### src/rtl/core/tcw_pkg.sv
`timescale 1ns / 1ps
// ----------------------------------------------------------------------------
// tcw_pkg
// shared constants and types of the text console writer
// ----------------------------------------------------------------------------
package tcw_pkg;

    localparam int COLUMNS_DEF = 80;
    localparam int ROWS_DEF    = 24;

    localparam int FUNC_W   = 1;
    localparam int CHAR_W   = 8;
    localparam int RROW_W   = 5;
    localparam int RCOL_W   = 7;
    localparam int CURSOR_W = 11;
    localparam int ATTR_W   = 8;

    localparam logic [FUNC_W-1:0] FUNC_WRITE = 1'b0;
    localparam logic [FUNC_W-1:0] FUNC_READ  = 1'b1;

    localparam logic [CHAR_W-1:0] NEWLINE_CODE = 8'h0A;
    localparam logic [ATTR_W-1:0] ATTR_RESET   = 8'h07;

    typedef struct packed {
        logic valid;
        logic newline;
    } cursor_cmd_t;

endpackage

### src/rtl/core/tcw_cursor.sv
`timescale 1ns / 1ps
// ----------------------------------------------------------------------------
// tcw_cursor
// cursor row/column/linear tracking and circular top-row pointer
// ----------------------------------------------------------------------------
module tcw_cursor #(
    parameter int COLUMNS = tcw_pkg::COLUMNS_DEF,
    parameter int ROWS    = tcw_pkg::ROWS_DEF,
    localparam int COL_W  = $clog2(COLUMNS),
    localparam int ROW_W  = $clog2(ROWS),
    localparam int AW     = $clog2(COLUMNS * ROWS)
) (
    input  logic                 clk,
    input  logic                 rst_n,
    input  tcw_pkg::cursor_cmd_t cmd,
    output logic [COL_W-1:0]     cur_col,
    output logic [ROW_W-1:0]     top_row,
    output logic [ROW_W-1:0]     phys_row,
    output logic [AW-1:0]        cur_lin,
    output logic                 will_scroll
);

    logic [ROW_W-1:0] row_reg, row_next;
    logic [COL_W-1:0] col_reg, col_next;
    logic [ROW_W-1:0] top_reg, top_next;
    logic [AW-1:0]    lin_reg, lin_next;

    logic             last_col;
    logic             last_row;
    logic             wraps;
    logic [ROW_W:0]   psum;
    logic [AW:0]      lin_wrap;

    assign last_col    = (col_reg == COL_W'(COLUMNS - 1));
    assign last_row    = (row_reg == ROW_W'(ROWS - 1));
    assign wraps       = cmd.newline || last_col;
    assign will_scroll = wraps && last_row;

    assign psum     = {1'b0, row_reg} + {1'b0, top_reg};
    assign phys_row = (psum >= (ROW_W + 1)'(ROWS)) ? ROW_W'(psum - (ROW_W + 1)'(ROWS))
                                                   : ROW_W'(psum);

    assign lin_wrap = {1'b0, lin_reg} + (AW + 1)'(COLUMNS) - (AW + 1)'(col_reg);

    always_comb
    begin
        row_next = row_reg;
        col_next = col_reg;
        top_next = top_reg;
        lin_next = lin_reg;
        if (cmd.valid)
        begin
            if (wraps)
            begin
                col_next = '0;
                if (last_row)
                begin
                    // scroll: row stays, top moves down one row
                    top_next = (top_reg == ROW_W'(ROWS - 1)) ? '0 : top_reg + 1'b1;
                    lin_next = lin_reg - AW'(col_reg);
                end
                else
                begin
                    row_next = row_reg + 1'b1;
                    lin_next = AW'(lin_wrap);
                end
            end
            else
            begin
                col_next = col_reg + 1'b1;
                lin_next = lin_reg + 1'b1;
            end
        end
    end

    always_ff @(posedge clk or negedge rst_n)
    begin
        if (!rst_n)
        begin
            row_reg <= '0;
            col_reg <= '0;
            top_reg <= '0;
            lin_reg <= '0;
        end
        else
        begin
            row_reg <= row_next;
            col_reg <= col_next;
            top_reg <= top_next;
            lin_reg <= lin_next;
        end
    end

    assign cur_col = col_reg;
    assign top_row = top_reg;
    assign cur_lin = lin_reg;

endmodule

### config.mk
export PLATFORM = sky130hd
export DESIGN_NAME = tcw_cursor
export DESIGN_NICKNAME = d
export VERILOG_FILES = /design/src/rtl/core/tcw_pkg.sv /design/src/rtl/core/tcw_cursor.sv
export SDC_FILE = /design/constraint.sdc
export NUM_CORES = 1
export LEC_CHECK = 0
export ABC_AREA = 1
export ABC_CLOCK_PERIOD_IN_PS = 4100
export BUFFER_PORTS_ARGS = -buffer_cell sky130_fd_sc_hd__buf_2
export CAP_MARGIN = 20
export CORE_MARGIN = 1.5
export CORE_UTILIZATION = 55
export DETAILED_ROUTE_END_ITERATION = 7
export GPL_TIMING_DRIVEN = 0
export PLACE_DENSITY = 0.76
export SETUP_SLACK_MARGIN = 0.02
export SYNTH_ARGS = -nofsm -noshare
export SYNTH_HDL_FRONTEND = slang
export SYNTH_SLANG_ARGS = --single-unit
### constraint.sdc
create_clock -name clk -period 4.1 [get_ports clk]
set_clock_uncertainty 0.15 [all_clocks]
set_input_delay 0.82 -clock clk [delete_from_list [all_inputs] [get_ports clk]]
set_output_delay 0.82 -clock clk [all_outputs]
set_load 0.02 [all_outputs]
Word level (Yosys, flattened, before mapping):

Index checks and enable logic that the tools add are counted.

* input port bits: 4
* output and inout port bits: 29
* word-level logic and storage cells: 27
* register bits after elaboration: 28

* $add $sub $neg: 9
* reductions and logical operators: 4
* magnitude comparators: 1
* muxes and demuxes: 5
* equality and inequality tests: 3
* bitwise operators: 1

Operators with widths (count)
* 11-bit two-way mux: 2
* 11-bit by 7-bit subtractor with 11-bit output: 2
* 11-bit by 1-bit adder with 11-bit output, second input constant: 1
* 11-bit by 7-bit adder with 11-bit output, second input constant: 1
* 5-bit by 1-bit adder with 5-bit output, second input constant: 2
* 5-bit == test, second input constant: 2
* 5-bit two-way mux: 2
* 7-bit by 1-bit adder with 7-bit output, second input constant: 1
* 7-bit == test, second input constant: 1
* 7-bit two-way mux: 1
* 5-bit by 5-bit adder with 6-bit output: 1
* 6-bit by 5-bit greater-or-equal comparator with 1-bit output, second input constant: 1
* 3-bit AND reduction: 2
* 5-bit subtractor, second input constant: 1
* 1-bit logical AND: 1
* 1-bit logical OR: 1
* 1-bit inverter: 1

Longest topological paths before layout:

Gate-level depths: netlist of run 1.

* word-level depth: 4
* mapped depth: 16
* depth with buffers taken out: 16

Least setup slack after synthesis of run 1:

No wires, ideal clock.

* path kind: register -> output
* from: reg top_reg[0] (netlist: top_row[0])
* to: out phys_row[4]
* arrival: 2.251 ns
* stages on the path, launching flop included: 8
* setup slack: 0.879 ns
* buffers on the path: 0
* required time: 3.130 ns
* path through: dfrtp_1 ha_1 fa_1 a21oi_1 o21ai_0 xor2_1 or2_2 o21ai_0

* longest elaborated chain between the ends: 3
* elaborated cells between the ends (all ways): 4
* those cells by class: add/sub: 2; order compare: 1; mux: 1

RTL lines
* from (decl): line tcw_cursor.sv:25 `logic [ROW_W-1:0] top_reg, top_next;`
* from (signal assigned): line tcw_cursor.sv:89 `top_reg <= top_next;`
* 5-bit by 5-bit adder with 6-bit output *: line tcw_cursor.sv:39 `assign psum = {1'b0, row_reg} + {1'b0, top_reg};`
* 5-bit subtractor / 6-bit by 5-bit greater-or-equal comparator with 1-bit output (equally long branches): line tcw_cursor.sv:40 `assign phys_row = (psum >= (ROW_W + 1)'(ROWS)) ? ROW_W'(psum - (ROW_W + 1)'(ROWS))`
* 5-bit two-way mux *: line tcw_cursor.sv:40
* to (decl): line tcw_cursor.sv:18 `output logic [ROW_W-1:0] phys_row,`

Every way passes the cells marked *; elsewhere a longest branch is shown, timed or not.

Worst setup path after layout of run 1:

Same ends and word-level chain as after synthesis.

==> results of run 1 <==
[layout make-up]
class                   count  area [µm²]
plain buffers               4        32.5
flip-flops and latches     28         701
fillers                   480        1880
clock inverters             1        30.0
inverters                  64         240
well taps                  70        87.6
repair buffers             32         160
clock buffers               3        41.3
multi-input cells         312        1940
[cells in the mapped netlist]
cell	number
nand3_1	60
nand3_2	1
o221ai_1	2
nor3_2	2
buf_2	2
a31oi_1	2
a21oi_4	1
nand3_4	1
nand2_2	3
o21ai_1	4
nor2_8	2
nand3b_1	1
nand4_1	6
dfrtp_1	28
or2_2	5
o211ai_1	1
fa_1	7
o21ai_0	17
mux2i_1	1
o21a_1	2
buf_6	2
inv_1	61
a21oi_1	16
xnor2_1	5
nor2_1	22
inv_2	3
nand2_4	1
nor3_1	2
ha_1	30
nand4_2	1
xor2_1	11
nand2_1	103
nand2_8	1
nor2_2	2
[power groups by stage]
stage | registers (µW) | clock network, µW | logic, µW
3_3_place_gp | 508 | 0 | 1620
3_5_place_dp | 512 | 0 | 1670
4_1_cts | 506 | 228 | 1680
2_1_floorplan | 556 | 0 | 1220
5_1_grt | 525 | 241 | 1940
6_report | 507 | 232 | 1690
[placed cells by master (no fill, tap or decap), drive strengths merged]
master  count
o21ai      21
o221ai      2
nand3      62
buf        36
mux2i       1
inv        64
xnor2       5
clkbuf      3
bufinv      1
xor2       11
nor3        4
nand3b      1
o211ai      1
fa          7
ha         30
a21oi      17
o21a        2
or2         5
nand2     108
nand4       7
nor2       26
a31oi       2
dfrtp      28
[final timing paths]
path | from | end | slack (ns) | cells after the start
max | top_row[0] | phys_row[4] | 0.68 | 8
min | rst_n | cur_col[1] | 0.39 | 1
max reg2reg | cur_col[2] | cur_lin[8] | 1.40 | 14
min reg2reg | row_reg[0] | row_reg[0] | 0.39 | 1
max in group asynchronous | rst_n | top_row[4] | 3.00 | 1
min in group clk | row_reg[0] | row_reg[0] | 0.39 | 1
[kinds of logic after synthesis]
kind of cell | after synthesis | share of synthesized area [%]
and+or+nand+nor | 213 | 35.0
buffers and inverters | 68 | 9.37
AOI/OAI and AO/OA | 45 | 8.72
adders and majority gates | 37 | 17.7
DFF | 28 | 24.1
xor gates and xnor gates | 16 | 4.81
muxes | 1 | 0.344
[layer usage]
| metal | part of all wire (%) | wire [µm] | vias to the layer above |
|---|---|---|---|
| met3 | 4.8 | 335 | 9 |
| li1 | - | - | 1404 |
| met1 | 47 | 3260 | 1290 |
| met4 | 1.3 | 87 | 0 |
| met5 | 0 | 0 | - |
| met2 | 47 | 3250 | 70 |
[worst reg2reg max path: cells and delay by family (launching register included)]
kind / cells / cell delay [ns]
AO/OA/AOI/OAI: 1 / 0.12
AND/OR/NAND/NOR: 9 / 0.77
flip-flops: 1 / 0.50
adder cells (fa/ha/maj): 2 / 0.90
buffers and inverters: 2 / 0.17
[metrics by stage]
step	total power [µW]	instances	setup slack, ns
after floorplan	1770	408	0.879
after global placement	2130	510	1.09
after detailed placement	2180	510	0.981
after CTS	2410	514	0.664
after global routing	2710	514	0.435
final	2430	514	0.681
==> summary.txt, run 1 <==
Timing
  – RSZ-0062 raised after global routing: no
  – Final Setup Violations: 0
  – Final Hold Violating Endpoints: 0
  – Period utilisation layout: approximately 83%
  – Clock period minus final worst setup slack: about 3.4 ns
  – Slew margin rel.: about 57%
  – Slew @ Worst Pin: 0.644 ns
  – Final hold slack: ~0.39 ns
  – Final Slew Violations: 0
  – Final setup TNS: 0 ns
  – Max Freq: between 200 and 300 MHz

Clock network
  – Worst-path clk slew: 0.11 ns
  – CTS tree: done
  – Buffers from clock root to sink, at most: 2
  – Hold_buf cts: 0
  – CTS Root Cell: clkbuf_8
  – H-tree lvl count: 1
  – Post-CTS Setup Repair Bufs: 0
  – Clk_lat worst skew: slightly below 0.3 ns
  – Resize count post-CTS: 0
  – CTS sink count: 28
  – CTS Buf Count: 3

Floorplan
  – Io pins: 33
  – Core area: 0.00511 mm²
  – Initial Utilization: a little under three fifths
  – Die Wd: ~76 µm
  – Rows: 26
  – Die area: 0.00574 mm²
  – Die Y: between 70 and 80 µm

Logic synthesis
  – Top cell type's share of synthesized area: 24.1%
  – Post-synthesis instance area: between 0.002 and 0.003 mm²
  – Synth top area cells: dfrtp_1 (24%), nand2_1 (13%), ha_1 (13%)
  – Netlist cell types: 34
  – Ys Warns: 0
  – Synthesized instance count: 408
  – Yosys top cell by area: dfrtp_1
  – Syn Area/Cell: 7.14 µm²
  – Synth Net Count: 449
  – FF+latch count, synth: 28
  – Seq/Total Area, Yosys: between 20% and 30%

Worst setup path
  – Top cell by count, worst path: o21ai_0
  – Critical Path AT: between 2 and 2.5 ns
  – Crit start category: register
  – Critical path's largest stage delay: between 0.4 and 0.5 ns
  – CP Class: register to output port
  – Worst-path maximum fanout: 5
  – Crit. End Element: output port
  – Worst Path Buf+Inv: 1
  – CP delay by family, top: adder cells
  – Crit-path cells: ha_1, fa_1, a21oi_1, o21ai_0, xor2_1, or2_2, o21ai_0, buf_2
  – Worst EP required: ~3.1 ns
  – Slowest stage cell, crit path: dfrtp_1

Placement
  – Post-detail-place hpwl: around 5.4 mm
  – GPL Wtd Cong: between 0.8 and 0.9
  – Number of port buffers: 32
  – Post-DP Area: about 0.0032 mm²

Finish
  – Fin util: a little over three fifths
  – Diodes inserted: 0
  – Largest register FFs: 11
  – Layout area overhead: 11.0%
  – Layout cells sized above 1: between 10% and 20%
  – Final #Nets: roughly 490
  – Final Cell Area: about 0.0032 mm²

Run
  – Maxcap violations: 0

Pwr
  – Flop pwr share: a little over a fifth
  – Cell area power density: 752 mW/mm²
  – P_int: approximately 1100 µW
  – Maximum vdd drop: 0.000360 V
  – Static Leak: 0.00173 µW
  – Gate power share: 69.6%
  – Sw frac: 53.9%
  – Switching power: around 1300 µW
  – Clock Power Share: a little under a tenth

Global routing
  – Gr usage total: 26.1%
  – Gr ovfl total: 0
  – GRT met2 Usage: 43.6%
  – Met3 usage: ~2.5%
  – Initial antenna violation count: 0
  – GRT met1 Usage: between 30% and 40%
  – Number of global-route vias before repair: 2488
  – GR peak layer: met2
  – Pin count of the biggest net entering global routing: 29
  – First-pass GRT wire length: roughly 11 mm

Status
  – Status: complete, no violations

Detailed routing
  – Vias per cell: between 5 and 6
  – Drt drc: 0
  – DR vias: between 2000 and 3000
  – First drt pass iteration count: 5
  – Post-route ant nets: 0
  – Final wirelength: 6.93 mm
  – First DRT Iteration DRCs: between 150 and 200
  – Routed WL per cell: approximately 13 µm

Hold path
  – Hold Path Class: primary input to asynchronous set/reset pin
No activity file was read; power rests on OpenSTA's default activity.
==> run 2: changes to the inputs <==
--- a/config.mk
+++ b/config.mk
@@ -6,14 +6,14 @@
 export NUM_CORES = 1
 export LEC_CHECK = 0
 export ABC_AREA = 1
-export ABC_CLOCK_PERIOD_IN_PS = 4100
+export ABC_CLOCK_PERIOD_IN_PS = 2700
 export BUFFER_PORTS_ARGS = -buffer_cell sky130_fd_sc_hd__buf_2
 export CAP_MARGIN = 20
 export CORE_MARGIN = 1.5
-export CORE_UTILIZATION = 55
+export CORE_UTILIZATION = 54
 export DETAILED_ROUTE_END_ITERATION = 7
 export GPL_TIMING_DRIVEN = 0
-export PLACE_DENSITY = 0.76
+export PLACE_DENSITY = 0.77
 export SETUP_SLACK_MARGIN = 0.02
 export SYNTH_ARGS = -nofsm -noshare
 export SYNTH_HDL_FRONTEND = slang
==> constraint.sdc (replaced) <==
create_clock -name clk -period 2.7 [get_ports clk]
set_clock_uncertainty 0.15 [all_clocks]
set_input_delay 0.54 -clock clk [delete_from_list [all_inputs] [get_ports clk]]
set_output_delay 0.54 -clock clk [all_outputs]
set_load 0.02 [all_outputs]
==> summary.txt, run 2 (same netlist as run 1, synthesis figures left out) <==
Pwr
  – Static Leak: 0.00177 µW (+2.4%)
  – Maximum vdd drop: 0.000614 V (+70%)
  – Cell area power density: 1170 mW/mm² (+55%)

Timing
  – Max Freq: about 350 MHz
  – Period utilisation layout: 105%
  – Final Hold Violating Endpoints: 0 (unchanged)
  – Final Setup Violations: 2 (+2)
  – PnR worst setup slack: -0.136 ns (-0.816 ns)
  – Final Slew Violations: 0 (unchanged)
  – Slew @ Worst Pin: 0.658 ns (+0.0145 ns)
  – Clock period minus final worst setup slack: ~2.8 ns
  – RSZ-0062 raised after global routing: yes
  – Slew margin rel.: 56.1% (-0.97 points)

Detailed routing
  – Post-route ant nets: 0 (unchanged)
  – First drt pass iteration count: 5 (unchanged)
  – Vias per cell: 5.39 (about the same)
  – Routed WL per cell: 14.1 µm (+4.4%)
  – Final wirelength: 7.35 mm (+6.0%)
  – DR vias: 2814 (+1.5%)
  – Drt drc: 0 (unchanged)
  – First DRT Iteration DRCs: 145 (-5.8%)

Placement
  – Pre-CTS setup slack: -0.0882 ns (-1.07 ns)
  – Post-DP Area: 0.00318 mm² (+0.75%)
  – Post-detail-place hpwl: 5.46 mm (+0.47%)
  – Number of port buffers: 32 (unchanged)
  – GPL Wtd Cong: 0.928 (+4.6%)

Finish
  – Commonest cells after routing, fill and taps aside: nand2_1 (103), inv_1 (60), nand3_1 (60)
  – Multi-input logic area: 0.00201 mm² (+3.9%)
  – Register area: 706 µm² (+0.71%)
  – Layout cells sized above 1: 19.7% (+5.5 points)
  – Largest register FFs: 11 (unchanged)
  – Filler Cell Count: 455 (-5.2%)
  – Final Cell Area: 0.00338 mm² (+4.7%)
  – Most common cell after layout, fill and taps aside: nand2_1
  – Layout area overhead: 16.2%
  – Diodes inserted: 0 (unchanged)
  – Final #Nets: 494 (+1.6%)

Worst setup path
  – Crit path launch: top_row[0]
  – Crit. End Element: output port
  – Reg2reg path depth: 14 (unchanged)
  – Reg-to-reg slack, setup: 0.20 ns (-1.20 ns)
  – Critical path's largest stage delay: 0.45 ns (+0.02 ns)
  – Critical Path AT: 2.15 ns (-0.30 ns)
  – Worst-path maximum fanout: 2 (-3)
  – Crit-path cells: ha_4, fa_2, a21oi_2, o21ai_2, xor2_1, or2_4, a21oi_4, buf_6
  – Worst EP required: 2.01 ns (-1.12 ns)
  – Slowest stage cell, crit path: dfrtp_2
  – RR Endpoint: cur_lin[8]
  – Reg2reg start: cur_col[2]
  – CP Class: register to output port
  – Crit start category: register

Floorplan
  – Rows: 26 (unchanged)
  – Die Wd: 76.4 µm (+0.89%)
  – Die Y: 76.4 µm (+0.89%)
  – Initial Utilization: 56.6% (-0.36 points)
  – Die area: 0.00584 mm² (+1.8%)
  – Core area: 0.00514 mm² (+0.64%)
  – Io pins: 33 (unchanged)

Clock network
  – Worst-path clk slew: 0.11 ns (about the same)
  – CTS Buf Count: 3 (unchanged)
  – CTS Root Cell: clkbuf_8
  – CTS tree: done
  – Buffers from clock root to sink, at most: 2 (unchanged)
  – Clk_lat worst skew: 0.28 ns (about the same)
  – H-tree lvl count: 1 (unchanged)
  – CTS sink count: 28 (unchanged)
  – Hold_buf cts: 0 (unchanged)

Hold path
  – Hold Path Class: primary input to asynchronous set/reset pin

Global routing
  – Pin count of the biggest net entering global routing: 29 (unchanged)
  – First-pass GRT wire length: 12.4 mm (+9.1%)
  – Gr ovfl total: 0 (unchanged)
  – Initial antenna violation count: 0 (unchanged)
  – Gr usage total: 26.2% (+0.11 points)
  – Number of global-route vias before repair: 2789 (+12%)

Run
  – Maxcap violations: 0 (unchanged)

Status
  – Status: finished, violations left
  – Failing checks: setup timing
-- run 2: changes by cell type in the layout (fill, tap and decap cells not counted), moves of 3 or more --
cell	previous run	this run
fa_2	0	4
dfrtp_2	0	4
buf_4	0	8
o21ai_0	17	14
a21oi_1	16	12
fa_1	7	3
dfrtp_1	28	24
ha_1	30	27
-- run 2: critical path: cells and delay by family, from the launching register on --
kind	cells	cell delay [ns]
adder cells (fa/ha/maj)	2	0.52
flip-flops	1	0.45
AO/OA/AOI/OAI	3	0.35
AND/OR/NAND/NOR	1	0.27
XOR/XNOR	1	0.16
buffers and inverters	1	0.13
-- run 2: cell type report --
class	instances	share of cell area [%]
Clock inverter	1	0.888
Buffer	4	0.962
Sequential cell	28	20.9
Inverter	64	7.10
Multi-Input combinational cell	312	59.5
Clock buffer	3	1.22
Timing Repair Buffer	40	6.88
Tap cell	70	2.59
-- run 2: worst max-delay path by stage --
stage                       end  slack, ns  cells past startpoint
floorplan           phys_row[3]       0.04                      7
global placement    phys_row[4]      -0.06                      8
detailed placement  phys_row[4]      -0.09                      8
CTS                 phys_row[4]      -0.11                      8
global route        phys_row[3]      -0.21                      8
finish              phys_row[3]      -0.14                      8
-- run 2: layer usage --
metal,vias up,global-route usage (%),share of wire [%]
li1,1405,-,-
met1,1325,32.4,44
met2,71,48.3,50
met3,13,2.75,4.5
met4,0,6.85,1.6
met5,-,0,0
-- run 2: what timing repair did --
item / 4_1_cts / 5_1_grt
cloned: 0 / 0
resized for setup: 13 / 11
buffers inserted: 4 / 4
pin swaps: 1 / 0
endpoints found under the setup margin: 2 / 9
-- run 2: metrics by stage --
step	utilization, %	total power [µW]	TNS [ns]	hold WS (ns)	cells
detailed placement	61.9	3360	-0.170	0.376	510
global route	65.8	4330	-0.401	0.179	522
finish	65.8	3940	-0.255	0.121	522
global placement	61.9	3280	-0.120	0.358	510
CTS	64.8	3850	-0.211	0.141	518
floorplan	-	2750	0	0.0944	408
-- run 2: report_power, final --
group	switching, µW	internal, µW	leakage (µW)
registers	220	549	0.000343
clock network	149	199	0.0000357
logic	1730	1100	0.00139
total	2100	1850	0.00177
==> run 3: changes to the inputs <==
--- a/config.mk
+++ b/config.mk
@@ -9,7 +9,6 @@
 export ABC_CLOCK_PERIOD_IN_PS = 2700
 export BUFFER_PORTS_ARGS = -buffer_cell sky130_fd_sc_hd__buf_2
 export CAP_MARGIN = 20
-export CORE_MARGIN = 1.5
 export CORE_UTILIZATION = 54
 export DETAILED_ROUTE_END_ITERATION = 7
 export GPL_TIMING_DRIVEN = 0
==> summary.txt, run 3 (same netlist as run 1, synthesis figures left out) <==
Timing
  – Final Slew Violations: 0 (unchanged)
  – Max Freq: 349 MHz (-1.0%)
  – Final Setup Violations: 2 (unchanged)
  – Slew margin rel.: 55.8% (-0.33 points)
  – Period utilisation layout: 106% (+1.1 points)
  – Slew @ Worst Pin: 0.663 ns (+0.00488 ns)
  – RSZ-0062 raised after global routing: yes
  – Clock period minus final worst setup slack: 2.86 ns (+0.0289 ns)
  – Final Hold Violating Endpoints: 0 (unchanged)
  – PnR worst setup slack: -0.165 ns (-0.0289 ns)

Finish
  – Layout area overhead: 15.7%
  – Final Cell Area: 0.00337 mm² (-0.41%)
  – Most common cell after layout, fill and taps aside: nand2_1
  – Post-route insts no fill: 521 (-0.19%)
  – Diodes inserted: 0 (unchanged)
  – Final #Nets: 493 (-0.20%)
  – Largest register FFs: 11 (unchanged)
  – Commonest cells after routing, fill and taps aside: nand2_1 (103), inv_1 (60), nand3_1 (60)
  – Filler Cell Count: 459 (+0.88%)
  – Fin util: 65.6% (-0.27 points)
  – Layout cells sized above 1: 18.8% (-0.84 points)

Floorplan
  – Core area: 0.00514 mm² (unchanged)
  – Die Y: 75.4 µm (-1.3%)
  – Rows: 26 (unchanged)
  – Initial Utilization: 56.6% (unchanged)
  – Die Wd: 75.4 µm (-1.3%)
  – Die area: 0.00569 mm² (-2.6%)
  – Io pins: 33 (unchanged)

Detailed routing
  – Final wirelength: 7.22 mm (-1.7%)
  – Drt drc: 0 (unchanged)
  – Post-route ant nets: 0 (unchanged)
  – DR vias: 2799 (-0.53%)
  – Vias per cell: 5.37 (-0.34%)
  – Routed WL per cell: 13.9 µm (-1.5%)
  – First drt pass iteration count: 5 (unchanged)
  – First DRT Iteration DRCs: 163 (+12%)

Placement
  – Cells after DPL: 510 (unchanged)
  – Post-DP Area: 0.00318 mm² (unchanged)
  – Post-detail-place hpwl: 5.46 mm (about the same)
  – Number of port buffers: 32 (unchanged)
  – GPL Wtd Cong: 0.947 (+2.1%)

Worst setup path
  – Slowest stage cell, crit path: dfrtp_2
  – CP delay by family, top: adder cells
  – Critical path's largest stage delay: 0.45 ns (about the same)
  – CP Class: register to output port
  – Worst Path Buf+Inv: 1 (unchanged)
  – Critical Path AT: 2.17 ns (+0.02 ns)
  – Worst EP required: 2.01 ns (about the same)
  – Worst-path maximum fanout: 2 (unchanged)
  – Crit-path cells: ha_4, fa_2, a21oi_2, o21ai_1, xor2_1, or2_4, o21ai_4, buf_6
  – Crit start category: register
  – Crit. End Element: output port

Global routing
  – Initial antenna violation count: 0 (unchanged)
  – Number of global-route vias before repair: 2582 (-7.4%)
  – Gr ovfl total: 0 (unchanged)
  – GR peak layer: met2
  – GRT met2 Usage: 49.0% (+0.70 points)
  – First-pass GRT wire length: 11.7 mm (-6.4%)
  – Met3 usage: 3.44% (+0.68 points)
  – Pin count of the biggest net entering global routing: 29 (unchanged)
  – GRT met1 Usage: 34.5% (+2.1 points)
  – Gr usage total: 27.0% (+0.83 points)

Pwr
  – Gate power share: 71.3% (-0.4 points)
  – Sw frac: 53.1% (-0.077 points)
  – Cell area power density: 1160 mW/mm² (-0.55%)
  – Maximum vdd drop: 0.000818 V (+33%)
  – Clock Power Share: 8.9% (about the same)
  – Switching power: 2070 µW (-1.1%)
  – P_int: 1830 µW (-0.79%)
  – Static Leak: 0.00177 µW (-0.15%)
  – Flop pwr share: 19.7% (+0.2 points)

Clock network
  – CTS tree: done
  – CTS sink count: 28 (unchanged)
  – Worst-path clk slew: 0.11 ns (about the same)
  – CTS Buf Count: 3 (unchanged)
  – CTS Root Cell: clkbuf_8
  – Clk_lat worst skew: 0.29 ns (about the same)
  – H-tree lvl count: 1 (unchanged)
  – Buffers from clock root to sink, at most: 2 (unchanged)

Hold path
  – Hold Path Class: primary input to asynchronous set/reset pin

Run
  – Maxcap violations: 0 (unchanged)

Status
  – Status: finished, violations left
  – Failing checks: setup timing
==> run 3: cell count changes in the layout (fill, tap and decap cells not counted), sizes merged <==
cell  delta
buf      -1
==> run 3: cell type report <==
class	instances	area [µm²]	share of cell area, %
clock inverters	1	30.0	0.891
repair buffers	39	225	6.68
flip-flops and latches	28	706	20.9
well taps	70	87.6	2.60
clock buffers	3	41.3	1.23
inverters	64	240	7.13
plain buffers	4	35.0	1.04
multi-input cells	312	2000	59.5
==> run 3: path summary, 6_finish.rpt <==
check | cells past startpoint | end | startpoint | slack, ns
min in group clk | 1 | top_row[2] | top_row[2] | 0.40
min reg2reg | 1 | top_row[2] | top_row[2] | 0.40
max in group asynchronous | 1 | cur_col[0] | rst_n | 1.81
min | 1 | cur_lin[0] | rst_n | 0.12
max | 8 | phys_row[4] | top_row[0] | -0.16
max reg2reg | 14 | cur_lin[8] | cur_col[2] | 0.20
==> run 3: per-layer routing <==
| layer | up-vias | part of all wire (%) |
|---|---|---|
| met5 | - | 0 |
| met4 | 0 | 0.91 |
| met3 | 8 | 4.1 |
| met2 | 81 | 49 |
| met1 | 1304 | 46 |
| li1 | 1406 | - |
==> run 3: repair_timing <==
action / 4_1_cts / 5_1_grt
setup buffers: 3 / 4
gates cloned: 0 / 0
hold endpoints to repair: 0 / 0
resized for setup: 12 / 11
pin swaps: 1 / 0
hold buffers: 0 / 0
setup endpoints to repair: 2 / 8
==> run 3: stage by stage <==
stage | power, µW | setup TNS (ns) | setup WS (ns) | hold WS (ns)
after floorplan | 2750 | 0 | 0.0420 | 0.0944
after global placement | 3280 | -0.119 | -0.0604 | 0.358
after detailed placement | 3350 | -0.305 | -0.155 | 0.368
after CTS | 3820 | -0.336 | -0.170 | 0.146
after global routing | 4300 | -0.448 | -0.228 | 0.162
final | 3900 | -0.327 | -0.165 | 0.116
==> run 3: power by group through the flow <==
stage | registers [µW] | clock network [µW] | logic, µW
detailed placement | 775 | 0 | 2580
floorplan | 846 | 0 | 1900
CTS | 764 | 352 | 2700
finish | 770 | 349 | 2780
global placement | 770 | 0 | 2510
global route | 797 | 370 | 3130
